[config.mk]
export PLATFORM = sky130hd
export DESIGN_NAME = weighted_interval_cell_average_flat
export DESIGN_NICKNAME = d
export VERILOG_FILES = /design/src/rtl/wica_pkg.sv /design/src/rtl/wica_in_if.sv /design/src/rtl/wica_out_if.sv /design/src/rtl/weighted_interval_cell_average.sv /design/src/rtl/wica_front.sv /design/src/rtl/wica_queue.sv /design/src/rtl/wica_back.sv /design/src/rtl/wica_div.sv /design/src/flat_wrapper.sv
export VERILOG_INCLUDE_DIRS = /design/src /design/src/rtl
export SDC_FILE = /design/constraint.sdc
export NUM_CORES = 2
export LEC_CHECK = 0
export BUFFER_PORTS_ARGS = -buffer_cell sky130_fd_sc_hd__buf_2
export CAP_MARGIN = 10
export CORE_MARGIN = 3
export CORE_UTILIZATION = 30
export DETAILED_ROUTE_END_ITERATION = 10
export PLACE_DENSITY = 0.51
export REMOVE_ABC_BUFFERS = 1
export SLEW_MARGIN = 20
export SYNTH_ARGS = -nofsm -noshare
export SYNTH_HDL_FRONTEND = slang
export SYNTH_SLANG_ARGS = --single-unit
export TNS_END_PERCENT = 5
[constraint.sdc]
create_clock -name clk -period 8.4 [get_ports clk]
set_input_delay 1.68 -clock clk [delete_from_list [all_inputs] [get_ports clk]]
set_output_delay 1.68 -clock clk [all_outputs]
set_load 0.01 [all_outputs]
[src/rtl/assert_macros.svh]
// ----------------------------------------------------------------------------
// Assertion macros
// Concurrent assertion shorthands clocked on clk and disabled while rst_n is
// low. Synthesis sees empty bodies.
// ----------------------------------------------------------------------------
`ifndef ASSERT_MACROS_SVH
`define ASSERT_MACROS_SVH

`ifndef SYNTHESIS
// Same-cycle implication.
`define ASSERT_IMP(name, ante, cons, msg) \
  name: assert property (@(posedge clk) disable iff (!rst_n) (ante) |-> (cons)) \
    else $error(msg);
// Next-cycle implication.
`define ASSERT_NXT(name, ante, cons, msg) \
  name: assert property (@(posedge clk) disable iff (!rst_n) (ante) |=> (cons)) \
    else $error(msg);
`else
`define ASSERT_IMP(name, ante, cons, msg)
`define ASSERT_NXT(name, ante, cons, msg)
`endif

`endif

[src/rtl/wica_pkg.sv]
// ----------------------------------------------------------------------------
// wica_pkg
// Widths, constants and shared types of the weighted interval cell average.
// ----------------------------------------------------------------------------
package wica_pkg;

  // Field widths.
  localparam int COORD_BITS  = 24;
  localparam int VALUE_W     = 16;
  localparam int WEIGHT_W    = 12;
  localparam int AVG_W       = 16;

  // Arithmetic widths.
  localparam int OV_W        = COORD_BITS + 1;
  localparam int WPROD_W     = OV_W + WEIGHT_W;
  localparam int VPROD_W     = WPROD_W + VALUE_W;
  localparam int VSUM_W      = 62;
  localparam int WSUM_W      = 46;
  localparam int VADD_W      = VSUM_W + 1;
  localparam int WADD_W      = WSUM_W + 1;

  // Divider: 17 quotient bits plus one that flags a quotient of 2^17 or more.
  localparam int QUOT_W      = AVG_W + 2;
  localparam int STEP_W      = $clog2(QUOT_W);
  localparam int DEN_W       = WSUM_W + QUOT_W - 1;

  localparam int QUEUE_DEPTH = 4;
  localparam int MAX_CELLS_DEF = 1024;

  localparam logic signed [VSUM_W-1:0] VSUM_MAX = {1'b0, {(VSUM_W-1){1'b1}}};
  localparam logic signed [VSUM_W-1:0] VSUM_MIN = {1'b1, {(VSUM_W-1){1'b0}}};
  localparam logic [WSUM_W-1:0]        WSUM_MAX = {WSUM_W{1'b1}};

  // Operation carried from the front to the back.
  typedef enum logic [1:0] {
    OP_START = 2'd0,
    OP_CELL  = 2'd1,
    OP_DROP  = 2'd2
  } op_kind_t;

  typedef struct packed {
    op_kind_t                    kind;
    logic                        last;
    logic [OV_W-1:0]             overlap;
    logic [WEIGHT_W-1:0]         weight;
    logic signed [VALUE_W-1:0]   value;
  } op_t;

  // Final sums handed from the accumulator to the divider.
  typedef struct packed {
    logic                        valid;
    logic                        flag;
    logic signed [VSUM_W-1:0]    vsum;
    logic [WSUM_W-1:0]           wsum;
  } div_req_t;

endpackage

[src/rtl/wica_in_if.sv]
// ----------------------------------------------------------------------------
// wica_in_if
// Input channel: query start and grid cell beats.
// ----------------------------------------------------------------------------
interface wica_in_if;
  import wica_pkg::*;

  logic                         valid;
  logic                         ready;
  logic                         kind;
  logic signed [COORD_BITS-1:0] query_low;
  logic signed [COORD_BITS-1:0] query_high;
  logic signed [COORD_BITS-1:0] face_left;
  logic signed [COORD_BITS-1:0] face_right;
  logic signed [VALUE_W-1:0]    cell_value;
  logic [WEIGHT_W-1:0]          cell_weight;
  logic                         last_cell;

  modport source (
    output valid, kind, query_low, query_high, face_left, face_right,
    output cell_value, cell_weight, last_cell,
    input  ready
  );

  modport sink (
    input  valid, kind, query_low, query_high, face_left, face_right,
    input  cell_value, cell_weight, last_cell,
    output ready
  );
endinterface

[src/rtl/wica_out_if.sv]
// ----------------------------------------------------------------------------
// wica_out_if
// Result channel: one weighted average beat per last cell.
// ----------------------------------------------------------------------------
interface wica_out_if;
  import wica_pkg::*;

  logic                      valid;
  logic                      ready;
  logic signed [AVG_W-1:0]   average;
  logic                      zero_weight;
  logic                      saturated;

  modport source (
    output valid, average, zero_weight, saturated,
    input  ready
  );

  modport sink (
    input  valid, average, zero_weight, saturated,
    output ready
  );
endinterface

[src/rtl/weighted_interval_cell_average.sv]
// Path: a last cell beat, once taken, passes through two multiply stages (the
//   first loads straight from the queue), the accumulate stage, divider set-up,
//   18 divider steps (one quotient bit each) and the output register.
// Throughput: one cell beat per cycle inside a query while the queue has room;
//   after its last cell the back end holds further work until the divider has finished that query.
// Reset: synchronous, active low; clears interval, sums, count and all valids.
// ----------------------------------------------------------------------------
// weighted_interval_cell_average
// Weighted average of cell values over an interval on a non-uniform grid:
// front end with cell clipping, operation queue, multiply-accumulate back end
// and a bit-serial divider.
// ----------------------------------------------------------------------------
module weighted_interval_cell_average #(
  parameter int MAX_CELLS = wica_pkg::MAX_CELLS_DEF
) (
  input  logic        clk,
  input  logic        rst_n,
  wica_in_if.sink     in_ch,
  wica_out_if.source  out_ch
);
  import wica_pkg::*;

  logic     push;
  op_t      push_op;
  logic     q_full;
  logic     pop;
  op_t      head;
  logic     q_empty;
  logic     div_busy;
  div_req_t div_req;

  // Accept and classify beats.
  wica_front #(
    .MAX_CELLS (MAX_CELLS)
  ) u_front (
    .clk     (clk),
    .rst_n   (rst_n),
    .in_ch   (in_ch),
    .push    (push),
    .push_op (push_op),
    .q_full  (q_full)
  );

  // Operation queue.
  wica_queue u_queue (
    .clk     (clk),
    .rst_n   (rst_n),
    .push    (push),
    .push_op (push_op),
    .full    (q_full),
    .pop     (pop),
    .head    (head),
    .empty   (q_empty)
  );

  // Multiply and accumulate.
  wica_back u_back (
    .clk      (clk),
    .rst_n    (rst_n),
    .q_empty  (q_empty),
    .head     (head),
    .pop      (pop),
    .div_busy (div_busy),
    .div_req  (div_req)
  );

  // Final division and result register.
  wica_div u_div (
    .clk     (clk),
    .rst_n   (rst_n),
    .div_req (div_req),
    .busy    (div_busy),
    .out_ch  (out_ch)
  );

endmodule

[src/rtl/wica_front.sv]
// ----------------------------------------------------------------------------
// wica_front
// Accepts beats, holds the interval and the cell count, clips each cell to
// the interval and queues one operation per beat.
// ----------------------------------------------------------------------------
module wica_front #(
  parameter int MAX_CELLS = wica_pkg::MAX_CELLS_DEF
) (
  input  logic           clk,
  input  logic           rst_n,
  wica_in_if.sink        in_ch,
  output logic           push,
  output wica_pkg::op_t  push_op,
  input  logic           q_full
);
  import wica_pkg::*;

  localparam int CNT_W = $clog2(MAX_CELLS + 1);

  logic signed [COORD_BITS-1:0] ilow_r, ilow_nxt;
  logic signed [COORD_BITS-1:0] ihigh_r, ihigh_nxt;
  logic [CNT_W-1:0]             cnt_r, cnt_nxt;

  logic                         accept;
  logic                         cells_full;
  logic signed [COORD_BITS-1:0] lo;
  logic signed [COORD_BITS-1:0] hi;
  logic signed [OV_W-1:0]       diff;

  // A beat is taken whenever the queue has room.
  assign in_ch.ready = !q_full;
  assign accept      = in_ch.valid && !q_full;
  assign push        = accept;
  assign cells_full  = (cnt_r >= CNT_W'(MAX_CELLS));

  // Clip the cell faces to the interval; an empty overlap counts as zero.
  always_comb begin
    lo   = (in_ch.face_left < ilow_r) ? ilow_r : in_ch.face_left;
    hi   = (in_ch.face_right > ihigh_r) ? ihigh_r : in_ch.face_right;
    diff = OV_W'(hi) - OV_W'(lo);
  end

  // Build the queued operation.
  always_comb begin
    push_op.kind    = !in_ch.kind ? OP_START : (cells_full ? OP_DROP : OP_CELL);
    push_op.last    = in_ch.kind && in_ch.last_cell;
    push_op.overlap = (hi > lo) ? OV_W'(diff) : '0;
    push_op.weight  = in_ch.cell_weight;
    push_op.value   = in_ch.cell_value;
  end

  // Interval and cell count.
  always_comb begin
    ilow_nxt  = ilow_r;
    ihigh_nxt = ihigh_r;
    cnt_nxt   = cnt_r;
    if (accept) begin
      if (!in_ch.kind) begin
        ilow_nxt  = in_ch.query_low;
        ihigh_nxt = in_ch.query_high;
        cnt_nxt   = '0;
      end else if (in_ch.last_cell) begin
        cnt_nxt = '0;
      end else if (!cells_full) begin
        cnt_nxt = cnt_r + 1'b1;
      end
    end
  end

  always_ff @(posedge clk) begin
    if (!rst_n) begin
      ilow_r  <= '0;
      ihigh_r <= '0;
      cnt_r   <= '0;
    end else begin
      ilow_r  <= ilow_nxt;
      ihigh_r <= ihigh_nxt;
      cnt_r   <= cnt_nxt;
    end
  end

endmodule

[src/rtl/wica_queue.sv]
// ----------------------------------------------------------------------------
// wica_queue
// Short first-in first-out queue of operations between front and back.
// ----------------------------------------------------------------------------
`include "assert_macros.svh"

module wica_queue (
  input  logic           clk,
  input  logic           rst_n,
  input  logic           push,
  input  wica_pkg::op_t  push_op,
  output logic           full,
  input  logic           pop,
  output wica_pkg::op_t  head,
  output logic           empty
);
  import wica_pkg::*;

  localparam int PTR_W = $clog2(QUEUE_DEPTH);
  localparam int CNT_W = $clog2(QUEUE_DEPTH + 1);

  op_t              mem_r [QUEUE_DEPTH];
  logic [PTR_W-1:0] wr_ptr_r, wr_ptr_nxt;
  logic [PTR_W-1:0] rd_ptr_r, rd_ptr_nxt;
  logic [CNT_W-1:0] count_r, count_nxt;

  assign full  = (count_r == CNT_W'(QUEUE_DEPTH));
  assign empty = (count_r == '0);
  assign head  = mem_r[rd_ptr_r];

  // Pointer and fill level update.
  always_comb begin
    wr_ptr_nxt = wr_ptr_r;
    rd_ptr_nxt = rd_ptr_r;
    count_nxt  = count_r;
    if (push) begin
      wr_ptr_nxt = (wr_ptr_r == PTR_W'(QUEUE_DEPTH - 1)) ? '0 : wr_ptr_r + 1'b1;
    end
    if (pop) begin
      rd_ptr_nxt = (rd_ptr_r == PTR_W'(QUEUE_DEPTH - 1)) ? '0 : rd_ptr_r + 1'b1;
    end
    if (push && !pop) begin
      count_nxt = count_r + 1'b1;
    end else if (pop && !push) begin
      count_nxt = count_r - 1'b1;
    end
  end

  always_ff @(posedge clk) begin
    if (!rst_n) begin
      wr_ptr_r <= '0;
      rd_ptr_r <= '0;
      count_r  <= '0;
    end else begin
      wr_ptr_r <= wr_ptr_nxt;
      rd_ptr_r <= rd_ptr_nxt;
      count_r  <= count_nxt;
    end
  end

  // Storage.
  always_ff @(posedge clk) begin
    if (push) begin
      mem_r[wr_ptr_r] <= push_op;
    end
  end

  `ASSERT_IMP(a_no_push_full, full, !push, "queue written while full")
  `ASSERT_IMP(a_no_pop_empty, empty, !pop, "queue read while empty")
  `ASSERT_NXT(a_fill_up, push && !pop, count_r == $past(count_r) + 1'b1,
              "queue fill level did not grow on a lone write")

endmodule

[src/rtl/wica_back.sv]
// ----------------------------------------------------------------------------
// wica_back
// Two-stage multiply pipeline and saturating accumulators; hands the final
// sums of each query to the divider.
// ----------------------------------------------------------------------------
module wica_back (
  input  logic               clk,
  input  logic               rst_n,
  input  logic               q_empty,
  input  wica_pkg::op_t      head,
  output logic               pop,
  input  logic               div_busy,
  output wica_pkg::div_req_t div_req
);
  import wica_pkg::*;

  logic                       last_inflight_r, last_inflight_nxt;

  logic                       s2_valid_r;
  op_kind_t                   s2_kind_r;
  logic                       s2_last_r;
  logic [WPROD_W-1:0]         s2_wprod_r;
  logic signed [VALUE_W-1:0]  s2_value_r;

  logic                       s3_valid_r;
  op_kind_t                   s3_kind_r;
  logic                       s3_last_r;
  logic [WPROD_W-1:0]         s3_wprod_r;
  logic signed [VPROD_W-1:0]  s3_vprod_r;

  logic signed [VSUM_W-1:0]   vsum_r, vsum_nxt;
  logic [WSUM_W-1:0]          wsum_r, wsum_nxt;
  logic                       flag_r, flag_nxt;

  logic [WPROD_W-1:0]         wprod;
  logic signed [VPROD_W-1:0]  vprod;
  logic signed [VADD_W-1:0]   vs_add;
  logic [WADD_W-1:0]          ws_add;
  logic signed [VSUM_W-1:0]   acc_vsum;
  logic [WSUM_W-1:0]          acc_wsum;
  logic                       acc_flag;

  // Take an operation unless a query end is in flight or the divider is busy.
  assign pop = !q_empty && !last_inflight_r && !div_busy;

  // Overlap times weight, then times value.
  assign wprod = WPROD_W'(head.overlap) * WPROD_W'(head.weight);
  assign vprod = VPROD_W'($signed({1'b0, s2_wprod_r})) * VPROD_W'(s2_value_r);

  always_ff @(posedge clk) begin
    s2_kind_r  <= head.kind;
    s2_last_r  <= head.last;
    s2_wprod_r <= wprod;
    s2_value_r <= head.value;
    s3_kind_r  <= s2_kind_r;
    s3_last_r  <= s2_last_r;
    s3_wprod_r <= s2_wprod_r;
    s3_vprod_r <= vprod;
  end

  // Saturating sums.
  assign vs_add = $signed({vsum_r[VSUM_W-1], vsum_r}) + VADD_W'(s3_vprod_r);
  assign ws_add = {1'b0, wsum_r} + WADD_W'(s3_wprod_r);

  always_comb begin
    acc_vsum = vsum_r;
    acc_wsum = wsum_r;
    acc_flag = flag_r;
    if (s3_valid_r) begin
      unique case (s3_kind_r)
        OP_START: begin
          acc_vsum = '0;
          acc_wsum = '0;
          acc_flag = 1'b0;
        end
        OP_CELL: begin
          if (vs_add[VADD_W-1] != vs_add[VADD_W-2]) begin
            acc_vsum = vs_add[VADD_W-1] ? VSUM_MIN : VSUM_MAX;
            acc_flag = 1'b1;
          end else begin
            acc_vsum = VSUM_W'(vs_add);
          end
          if (ws_add[WADD_W-1]) begin
            acc_wsum = WSUM_MAX;
            acc_flag = 1'b1;
          end else begin
            acc_wsum = WSUM_W'(ws_add);
          end
        end
        OP_DROP: begin
          acc_flag = 1'b1;
        end
        default: begin
          acc_flag = flag_r;
        end
      endcase
    end
  end

  // A query end passes the sums on and clears them.
  always_comb begin
    div_req.valid = s3_valid_r && s3_last_r;
    div_req.flag  = acc_flag;
    div_req.vsum  = acc_vsum;
    div_req.wsum  = acc_wsum;
    vsum_nxt      = acc_vsum;
    wsum_nxt      = acc_wsum;
    flag_nxt      = acc_flag;
    if (s3_valid_r && s3_last_r) begin
      vsum_nxt = '0;
      wsum_nxt = '0;
      flag_nxt = 1'b0;
    end
  end

  // Track a query end between the queue and the divider.
  always_comb begin
    last_inflight_nxt = last_inflight_r;
    if (pop && head.last) begin
      last_inflight_nxt = 1'b1;
    end else if (s3_valid_r && s3_last_r) begin
      last_inflight_nxt = 1'b0;
    end
  end

  always_ff @(posedge clk) begin
    if (!rst_n) begin
      s2_valid_r      <= 1'b0;
      s3_valid_r      <= 1'b0;
      last_inflight_r <= 1'b0;
      vsum_r          <= '0;
      wsum_r          <= '0;
      flag_r          <= 1'b0;
    end else begin
      s2_valid_r      <= pop;
      s3_valid_r      <= s2_valid_r;
      last_inflight_r <= last_inflight_nxt;
      vsum_r          <= vsum_nxt;
      wsum_r          <= wsum_nxt;
      flag_r          <= flag_nxt;
    end
  end

endmodule

[src/rtl/wica_div.sv]
// ----------------------------------------------------------------------------
// wica_div
// Restoring divider, one quotient bit a cycle, with clamping of the average
// and the result output register.
// ----------------------------------------------------------------------------
`include "assert_macros.svh"

module wica_div (
  input  logic               clk,
  input  logic               rst_n,
  input  wica_pkg::div_req_t div_req,
  output logic               busy,
  wica_out_if.source         out_ch
);
  import wica_pkg::*;

  typedef enum logic [3:0] {
    DS_IDLE = 4'b0001,
    DS_PREP = 4'b0010,
    DS_RUN  = 4'b0100,
    DS_DONE = 4'b1000
  } div_state_t;

  localparam logic [QUOT_W-2:0] QPOS_LIM = (QUOT_W-1)'(2 ** (AVG_W - 1) - 1);
  localparam logic [QUOT_W-2:0] QNEG_LIM = (QUOT_W-1)'(2 ** (AVG_W - 1));

  div_state_t               state_r, state_nxt;
  logic signed [VSUM_W-1:0] vsum_r, vsum_nxt;
  logic [WSUM_W-1:0]        wsum_r, wsum_nxt;
  logic                     flag_r, flag_nxt;
  logic                     neg_r, neg_nxt;
  logic                     zero_r, zero_nxt;
  logic [VSUM_W-1:0]        rem_r, rem_nxt;
  logic [DEN_W-1:0]         den_r, den_nxt;
  logic [QUOT_W-1:0]        q_r, q_nxt;
  logic [STEP_W-1:0]        step_r, step_nxt;

  logic                     ovalid_r, ovalid_nxt;
  logic signed [AVG_W-1:0]  avg_r, avg_nxt;
  logic                     zw_r, zw_nxt;
  logic                     sat_r, sat_nxt;

  logic                     ge;
  logic                     out_free;
  logic [QUOT_W-2:0]        qmag;
  logic                     qbig;
  logic signed [AVG_W-1:0]  avg_fin;
  logic                     sat_fin;

  assign busy     = (state_r != DS_IDLE);
  assign out_free = !ovalid_r || out_ch.ready;
  assign ge       = (DEN_W'(rem_r) >= den_r);

  assign out_ch.valid       = ovalid_r;
  assign out_ch.average     = avg_r;
  assign out_ch.zero_weight = zw_r;
  assign out_ch.saturated   = sat_r;

  // Sign, clamp and zero-weight handling of the final quotient.
  always_comb begin
    qmag    = q_r[QUOT_W-2:0];
    qbig    = q_r[QUOT_W-1];
    sat_fin = flag_r;
    if (zero_r) begin
      avg_fin = '0;
    end else if (!neg_r) begin
      if (qbig || (qmag > QPOS_LIM)) begin
        avg_fin = {1'b0, {(AVG_W-1){1'b1}}};
        sat_fin = 1'b1;
      end else begin
        avg_fin = AVG_W'(qmag);
      end
    end else begin
      if (qbig || (qmag > QNEG_LIM)) begin
        avg_fin = {1'b1, {(AVG_W-1){1'b0}}};
        sat_fin = 1'b1;
      end else begin
        avg_fin = AVG_W'(~qmag + 1'b1);
      end
    end
  end

  // Sequencer.
  always_comb begin
    state_nxt  = state_r;
    vsum_nxt   = vsum_r;
    wsum_nxt   = wsum_r;
    flag_nxt   = flag_r;
    neg_nxt    = neg_r;
    zero_nxt   = zero_r;
    rem_nxt    = rem_r;
    den_nxt    = den_r;
    q_nxt      = q_r;
    step_nxt   = step_r;
    ovalid_nxt = ovalid_r && !out_ch.ready;
    avg_nxt    = avg_r;
    zw_nxt     = zw_r;
    sat_nxt    = sat_r;
    unique case (state_r)
      DS_IDLE: begin
        if (div_req.valid) begin
          vsum_nxt  = div_req.vsum;
          wsum_nxt  = div_req.wsum;
          flag_nxt  = div_req.flag;
          state_nxt = DS_PREP;
        end
      end
      DS_PREP: begin
        neg_nxt  = vsum_r[VSUM_W-1];
        zero_nxt = (wsum_r == '0);
        rem_nxt  = vsum_r[VSUM_W-1] ? VSUM_W'(~vsum_r + 1'b1) : VSUM_W'(vsum_r);
        den_nxt  = {wsum_r, {(QUOT_W-1){1'b0}}};
        q_nxt    = '0;
        step_nxt = STEP_W'(QUOT_W - 1);
        state_nxt = (wsum_r == '0) ? DS_DONE : DS_RUN;
      end
      DS_RUN: begin
        if (ge) begin
          rem_nxt = rem_r - den_r[VSUM_W-1:0];
        end
        q_nxt    = {q_r[QUOT_W-2:0], ge};
        den_nxt  = den_r >> 1;
        step_nxt = step_r - 1'b1;
        if (step_r == '0) begin
          state_nxt = DS_DONE;
        end
      end
      DS_DONE: begin
        if (out_free) begin
          ovalid_nxt = 1'b1;
          avg_nxt    = avg_fin;
          zw_nxt     = zero_r;
          sat_nxt    = sat_fin;
          state_nxt  = DS_IDLE;
        end
      end
      default: begin
        state_nxt = DS_IDLE;
      end
    endcase
  end

  always_ff @(posedge clk) begin
    if (!rst_n) begin
      state_r  <= DS_IDLE;
      ovalid_r <= 1'b0;
    end else begin
      state_r  <= state_nxt;
      ovalid_r <= ovalid_nxt;
    end
  end

  always_ff @(posedge clk) begin
    vsum_r <= vsum_nxt;
    wsum_r <= wsum_nxt;
    flag_r <= flag_nxt;
    neg_r  <= neg_nxt;
    zero_r <= zero_nxt;
    rem_r  <= rem_nxt;
    den_r  <= den_nxt;
    q_r    <= q_nxt;
    step_r <= step_nxt;
    avg_r  <= avg_nxt;
    zw_r   <= zw_nxt;
    sat_r  <= sat_nxt;
  end

  `ASSERT_IMP(a_req_when_idle, div_req.valid, state_r == DS_IDLE,
              "sums handed over while the divider is busy")
  `ASSERT_IMP(a_step_range, state_r == DS_RUN, step_r <= STEP_W'(QUOT_W - 1),
              "divider step count out of range")
  `ASSERT_IMP(a_zero_avg, ovalid_r && zw_r, avg_r == '0,
              "zero weight result with a nonzero average")

endmodule

[src/flat_wrapper.sv]
// flat-port wrapper written by rule: the top's interface ports become plain ports
module weighted_interval_cell_average_flat import wica_pkg::*;
#(
  parameter int MAX_CELLS = wica_pkg::MAX_CELLS_DEF
)
  (clk, rst_n, in_ch_valid, in_ch_kind, in_ch_query_low, in_ch_query_high, in_ch_face_left, in_ch_face_right, in_ch_cell_value, in_ch_cell_weight, in_ch_last_cell, in_ch_ready, out_ch_valid, out_ch_average, out_ch_zero_weight, out_ch_saturated, out_ch_ready);
  wica_in_if in_ch_i ();
  wica_out_if out_ch_i ();
  input  logic clk;
  input  logic rst_n;
  input wire logic [$bits(in_ch_i.valid)-1:0] in_ch_valid;
  input wire logic [$bits(in_ch_i.kind)-1:0] in_ch_kind;
  input wire logic [$bits(in_ch_i.query_low)-1:0] in_ch_query_low;
  input wire logic [$bits(in_ch_i.query_high)-1:0] in_ch_query_high;
  input wire logic [$bits(in_ch_i.face_left)-1:0] in_ch_face_left;
  input wire logic [$bits(in_ch_i.face_right)-1:0] in_ch_face_right;
  input wire logic [$bits(in_ch_i.cell_value)-1:0] in_ch_cell_value;
  input wire logic [$bits(in_ch_i.cell_weight)-1:0] in_ch_cell_weight;
  input wire logic [$bits(in_ch_i.last_cell)-1:0] in_ch_last_cell;
  output wire logic [$bits(in_ch_i.ready)-1:0] in_ch_ready;
  output wire logic [$bits(out_ch_i.valid)-1:0] out_ch_valid;
  output wire logic [$bits(out_ch_i.average)-1:0] out_ch_average;
  output wire logic [$bits(out_ch_i.zero_weight)-1:0] out_ch_zero_weight;
  output wire logic [$bits(out_ch_i.saturated)-1:0] out_ch_saturated;
  input wire logic [$bits(out_ch_i.ready)-1:0] out_ch_ready;
  assign in_ch_i.valid = in_ch_valid;
  assign in_ch_i.kind = in_ch_kind;
  assign in_ch_i.query_low = in_ch_query_low;
  assign in_ch_i.query_high = in_ch_query_high;
  assign in_ch_i.face_left = in_ch_face_left;
  assign in_ch_i.face_right = in_ch_face_right;
  assign in_ch_i.cell_value = in_ch_cell_value;
  assign in_ch_i.cell_weight = in_ch_cell_weight;
  assign in_ch_i.last_cell = in_ch_last_cell;
  assign in_ch_ready = in_ch_i.ready;
  assign out_ch_valid = out_ch_i.valid;
  assign out_ch_average = out_ch_i.average;
  assign out_ch_zero_weight = out_ch_i.zero_weight;
  assign out_ch_saturated = out_ch_i.saturated;
  assign out_ch_i.ready = out_ch_ready;
  weighted_interval_cell_average #(.MAX_CELLS(MAX_CELLS)) u_core (.clk(clk), .rst_n(rst_n), .in_ch(in_ch_i), .out_ch(out_ch_i));
endmodule
# Word-level counts from Yosys, hierarchy flattened
# Memories as Yosys holds them, arrays and structs flattened. A register that Yosys moved wholly into a read port is not among the register bits.
# Index checks and enable logic that the tools add are counted.
# word_totals
ramBits,224
word_cells,159
n_memories,1
register_bits,609
in_bits,130
out_inout_bits,20
# op_classes
muxes,49
n_eq_ne,16
bitwise_logic,4
n_reduce_logical,34
n_lt_le_gt_ge,7
add_sub_neg,12
multipliers,2
# mem_list
name,words,width,read_ports,rd_clocked_by_memory_dff,write_ports,line_no,text
u_core.u_queue.mem_r,4,56,1,1,1,wica_queue.sv:22,op_t mem_r [QUEUE_DEPTH];
# op_table
op,count
$mux W62,5
$pmux W62 S2,2
$pmux W63 S2,1
$mux W46,2
$pmux W46 S2,1
$add A62 B53 Y63,1
$ge A62 B63 Y1,1
$add A62 B1 Y62 const B,1
$not A62 Y62,1
$sub A62 B62 Y62,1
$mul A38 B16 Y53,1
$gt A24 B24 Y1,2
$mux W16,3
$mux W24,2
$add A46 B37 Y47,1
$logic_not A46 Y1,1
$mul A25 B12 Y37,1
$pmux W18 S2,1
$mux W11,3
$mux W25,1
$sub A24 B24 Y25,1
$lt A24 B24 Y1,1
$gt A17 B15 Y1 const B,1
$gt A17 B16 Y1 const B,1
38 further kinds,88

# Depth between registers and ports, before layout
# logic_depth
depth_word,7
ltp_mapped,29
mapped_depth_nobuf,27

# Cells and area by module
# Synthesis repeated with hierarchy kept, for this count alone.
# unflattened
hier_cells,7563
hier_area_um2,71700.0
# modules_own_cells
mod,cells_per_inst,area_each_um2,seq_area_each_um2,instances
wica_back,4939,41621.2,5225.0,1
wica_div,1529,15870.2,8418.1,1
wica_queue,336,8573.2,6906.6,1
wica_front,759,5635.4,1181.1,1

# Worst setup path before layout
# No wires, ideal clock.
# synth_path
path_kind,input -> register
from,input in_ch_face_right[9]
to,memory u_core.u_queue.mem_r[0][42] in the netlist's numbering (data pin)
t_arrival_ns,6.980
slack_ns,1.155
path_buffers,2
path_stages,25
path_cell_list,ha_1 > a21o_1 > a21o_1 > a21o_1 > a21oi_1 > nor2b_1 > o21ai_0 > a21oi_1 > a211oi_1 > xnor2_1 > a31oi_1 > clkbuf_1 > mux2_2 > ha_1 > a21o_1 > a21o_1 > a21oi_1 > a311oi_1 > a31oi_1 > o21ai_1 > o31ai_1 > a21boi_1 > o31ai_1 > buf_2 > nor2_1
# synth_rtl
element,line_no,text
start: declaration,flat_wrapper.sv:16,input wire logic [$bits(in_ch_i.face_right)-1:0] in_ch_face_right;
end: declaration,wica_queue.sv:22,

# Worst setup path after layout
# layout_path
from,register u_core.u_back.s2_wprod_r[5]
to,register u_core.u_back.s3_vprod_r[51]
# layout_via
elab_chain_len,1
# layout_lines
element,line_no,text
start: declaration,wica_back.sv:22,logic [WPROD_W-1:0] s2_wprod_r;
start signal: assignment,wica_back.sv:53,s2_wprod_r <= wprod;
$mul A38 B16 Y53,wica_back.sv:48,"assign vprod = VPROD_W'($signed({1'b0, s2_wprod_r})) * VPROD_W'(s2_value_r);"
via u_core.u_back.vprod[51],wica_back.sv:36,logic signed [VPROD_W-1:0] vprod;
end signal: assignment,wica_back.sv:58,s3_vprod_r <= vprod;
end: declaration,wica_back.sv:29,logic signed [VPROD_W-1:0] s3_vprod_r;
# The timed path passes the listed nets, and every way through them passes these cells.
# A chain may end at the register's enable or synchronous reset.

==> flow_summary.ini <==
[synthesis]
synthMuxAreaShare_pct = 2.349
synth.avg_cell_area_um2 = 9.515
yosysTopAreaCell = edfxtp_1
synth_cell_types = 92
synth_cells = 7457
async_flop_share_pct = 0
ys_ff_latch = 835
ys.warnings.count = 0
synthTopCellsByArea = edfxtp_1, fa_1, dfxtp_1, ha_1, inv_1
synth_area_um2 = 70950
synth_edf_count = 501
synth_top_family_by_area = adder cells
synth-xor-area-share_pct = 3.654
synth_top_area_share_pct = 21.20
yosys-top-cells-count = inv_1, nand2_1, fa_1
synth_flop_cell = edfxtp_1
yosys.area_share.adder_pct = 28.83
synth-simple-area-share_pct = 15.02
synth_compound_area_share_pct = 12.06
yosysSeqAreaShare_pct = 30.63
yosys.cell_count.top_type = inv_1

[clock_network]
cts_resized = 0
cts-root-buf = clkbuf_16
clk_latency_ns = 0.75
cts_max_path_buffers = 3
cts_tree = built
postCtsSetupRepairBufs = 0
numCtsBuffers = 94
htreeDepth = 3
path_clk_slew_ns = 0.06
ctsHoldBuffers = 0
clock_sink_count = 835

[sta]
max_freq_ghz = 0.1285
relSlewSlack_pct = 29.85
fin_skew_ns = 0.06443
finalCriticalPeriod_ns = 7.783
rsz0062_at_grt = false
worstMarginPinSlew_ns = 1.051
hold_viol_final = 0
worst_slack_ns = 0.6172
setup_violations = 0
maxSlewViolCount = 0
post-route-period-util_pct = 92.65

[hold_path]
holdPathStages = 0
min_to = u_core.u_back.s3_last_r
hp-class = flip-flop to flip-flop
min_from = u_core.u_back.s2_last_r

[detailed_routing]
wl_per_cell_um = 17.92
ant_nets = 0
vias = 51662
finalWirelength_mm = 191.5
wl_met1_mm = 86.49
routed.top_layer = met5
first_pass_iters = 5
wl_met2_mm = 92.11
drt_iter0_markers = 2956
wl_met3_mm = 7.679
drcViolationCount = 0
viasPerCell = 4.835

[setup_path]
crit_required_ns = 9.04
worstPathMaxFanout = 17
end_kind = flip-flop
rrSetupSlack_ns = 0.62
rr_startpoint = u_core.u_back.s2_wprod_r[5]
arrival_ns = 8.42
r2r-end = u_core.u_back.s3_vprod_r[51]
crit_path_start = u_core.u_back.s2_wprod_r[5]
r2r_cells = 24
path_class = flip-flop to flip-flop
critPathLaunchType = flip-flop

[grt]
grt_pass1_wl_mm = 305.4
gr-total-overflow = 0
track_usage_pct = 15.73
grt_max_degree = 169
grt_antenna_before_repair = 29
grt_pass1_vias = 54043

[job]
drv_cap = 0

[run_status]
status = completed

[floorplan]
die_height_um = 492.3
coreArea_um2 = 233900
dieWidth_um = 492.3
initial_utilization_pct = 30.34
dieArea_um2 = 242400
fp-row-count = 177
io_pins = 150

[placement]
port_buffers = 149
detailedPlace.worstSlack_ns = 0.4585
dpl.hpwl_mm = 151.0
place.gp.congestion = 0.8521
postPlaceCellArea_um2 = 75270

[layout]
synthToLayoutAreaGrowth_pct = 10.56
drive_gt1_share_pct = 7.233
nets = 8803
postLayoutCellArea_um2 = 78450
==> state kept, by name, summed over array words and instances (netlist names), 3 cells and up, named ones only <==
signal and cells:
u_core.u_div.vsum_r 62, u_core.u_div.state_r 4, u_core.u_div.q_r 18, u_core.u_front.ilow_r 24, u_core.u_back.s2_value_r 16, u_core.u_div.step_r 5
u_core.u_back.vsum_r 62, u_core.u_div.rem_r 62, u_core.u_div.out_ch.average 16, u_core.u_front.cnt_r 11, u_core.u_queue.mem_r 224, u_core.u_div.den_r 63
u_core.u_queue.count_r 3, u_core.u_back.s3_wprod_r 37, u_core.u_back.s2_wprod_r 37, u_core.u_back.s3_vprod_r 53, u_core.u_back.wsum_r 46, u_core.u_front.ihigh_r 24
u_core.u_div.wsum_r 46
==> layer usage <==
layer	up-vias	GRT usage, %
met4	20	4.077
met1	25661	20.60
met3	255	2.362
met2	996	27.07
met5	-	0
li1	24730	-
==> through the flow <==
| step | setup TNS (ns) | util [%] | hold WS, ns | std cells |
|---|---|---|---|---|
| after floorplan | -161.19 | - | 0.3096 | 7119 |
| after global placement | 0 | 32.18 | 0.3192 | 10508 |
| after detailed placement | 0 | 32.18 | 0.3409 | 10508 |
| after CTS | 0 | 33.54 | 0.3532 | 10681 |
| after global routing | 0 | 33.54 | 0.3578 | 10683 |
| final | 0 | 33.54 | 0.3483 | 10686 |
==> kinds of logic (layout without fill, tap and decap cells) <==
| family | count (synthesis) | after routing |
|---|---|---|
| compound gates | 1365 | 1365 |
| buf+inv | 1403 | 1495 |
| mux | 99 | 99 |
| xor+xnor | 296 | 296 |
| other cells | 0 | 5 |
| simple gates | 2258 | 2258 |
| fa+ha+maj | 1201 | 1201 |
| flops | 835 | 835 |
==> placed cells by master (no fill, tap or decap), types with 182 or more instances in the layout <==
cell type     n
xnor2_1     182
a21oi_1     378
edfxtp_1    501
nor2_1      323
and2_1      317
inv_1      1061
o21ai_0     293
fa_1        723
ha_1        478
dfxtp_1     332
nand2_1    1055
==> final cells by class <==
type,instances,area (um^2)
repair buffers,257,1582
diodes,5,12.51
clock buffers,123,2585
flip-flops and latches,835,21740
fillers,24189,155400
multi-input cells,5219,44030
well taps,3132,3919
inverters,1065,3998
clock inverters,50,584.3
==> how the worst max path moves through the flow <==
| stage | endpoint | slack, ns | depth (start not counted) |
|---|---|---|---|
| after floorplan | u_core.u_div.rem_r[0] | -0.99 | 3 |
| final | u_core.u_back.s3_vprod_r[51] | 0.62 | 24 |
| after global routing | u_core.u_back.s3_vprod_r[51] | 0.22 | 24 |
| after CTS | u_core.u_back.s3_vprod_r[51] | 0.56 | 24 |
| after global placement | u_core.u_queue.mem_r[0][36] | 0.44 | 26 |
| after detailed placement | u_core.u_queue.mem_r[3][36] | 0.46 | 26 |
==> worst max-delay path: stages, from the launching register on <==
cell,delay [ns]
dfxtp_1,0.88
nand2_1,0.19
fa_1,0.58
inv_1,0.05
fa_1,0.50
inv_1,0.06
fa_1,0.47
inv_1,0.06
fa_1,0.51
fa_1,0.54
inv_1,0.05
fa_1,0.53
inv_1,0.04
ha_1,0.33
and3_1,0.19
nand3_1,0.15
a2111o_1,0.41
a311oi_1,0.48
o211ai_1,0.32
o21ai_0,0.50
a211oi_1,0.18
nor3b_1,0.31
o21a_1,0.15
nor2_1,0.05
xnor2_1,0.12
Power is not shown: default switching activity piles up to over one toggle a cycle in this logic, so the estimate is an artifact.
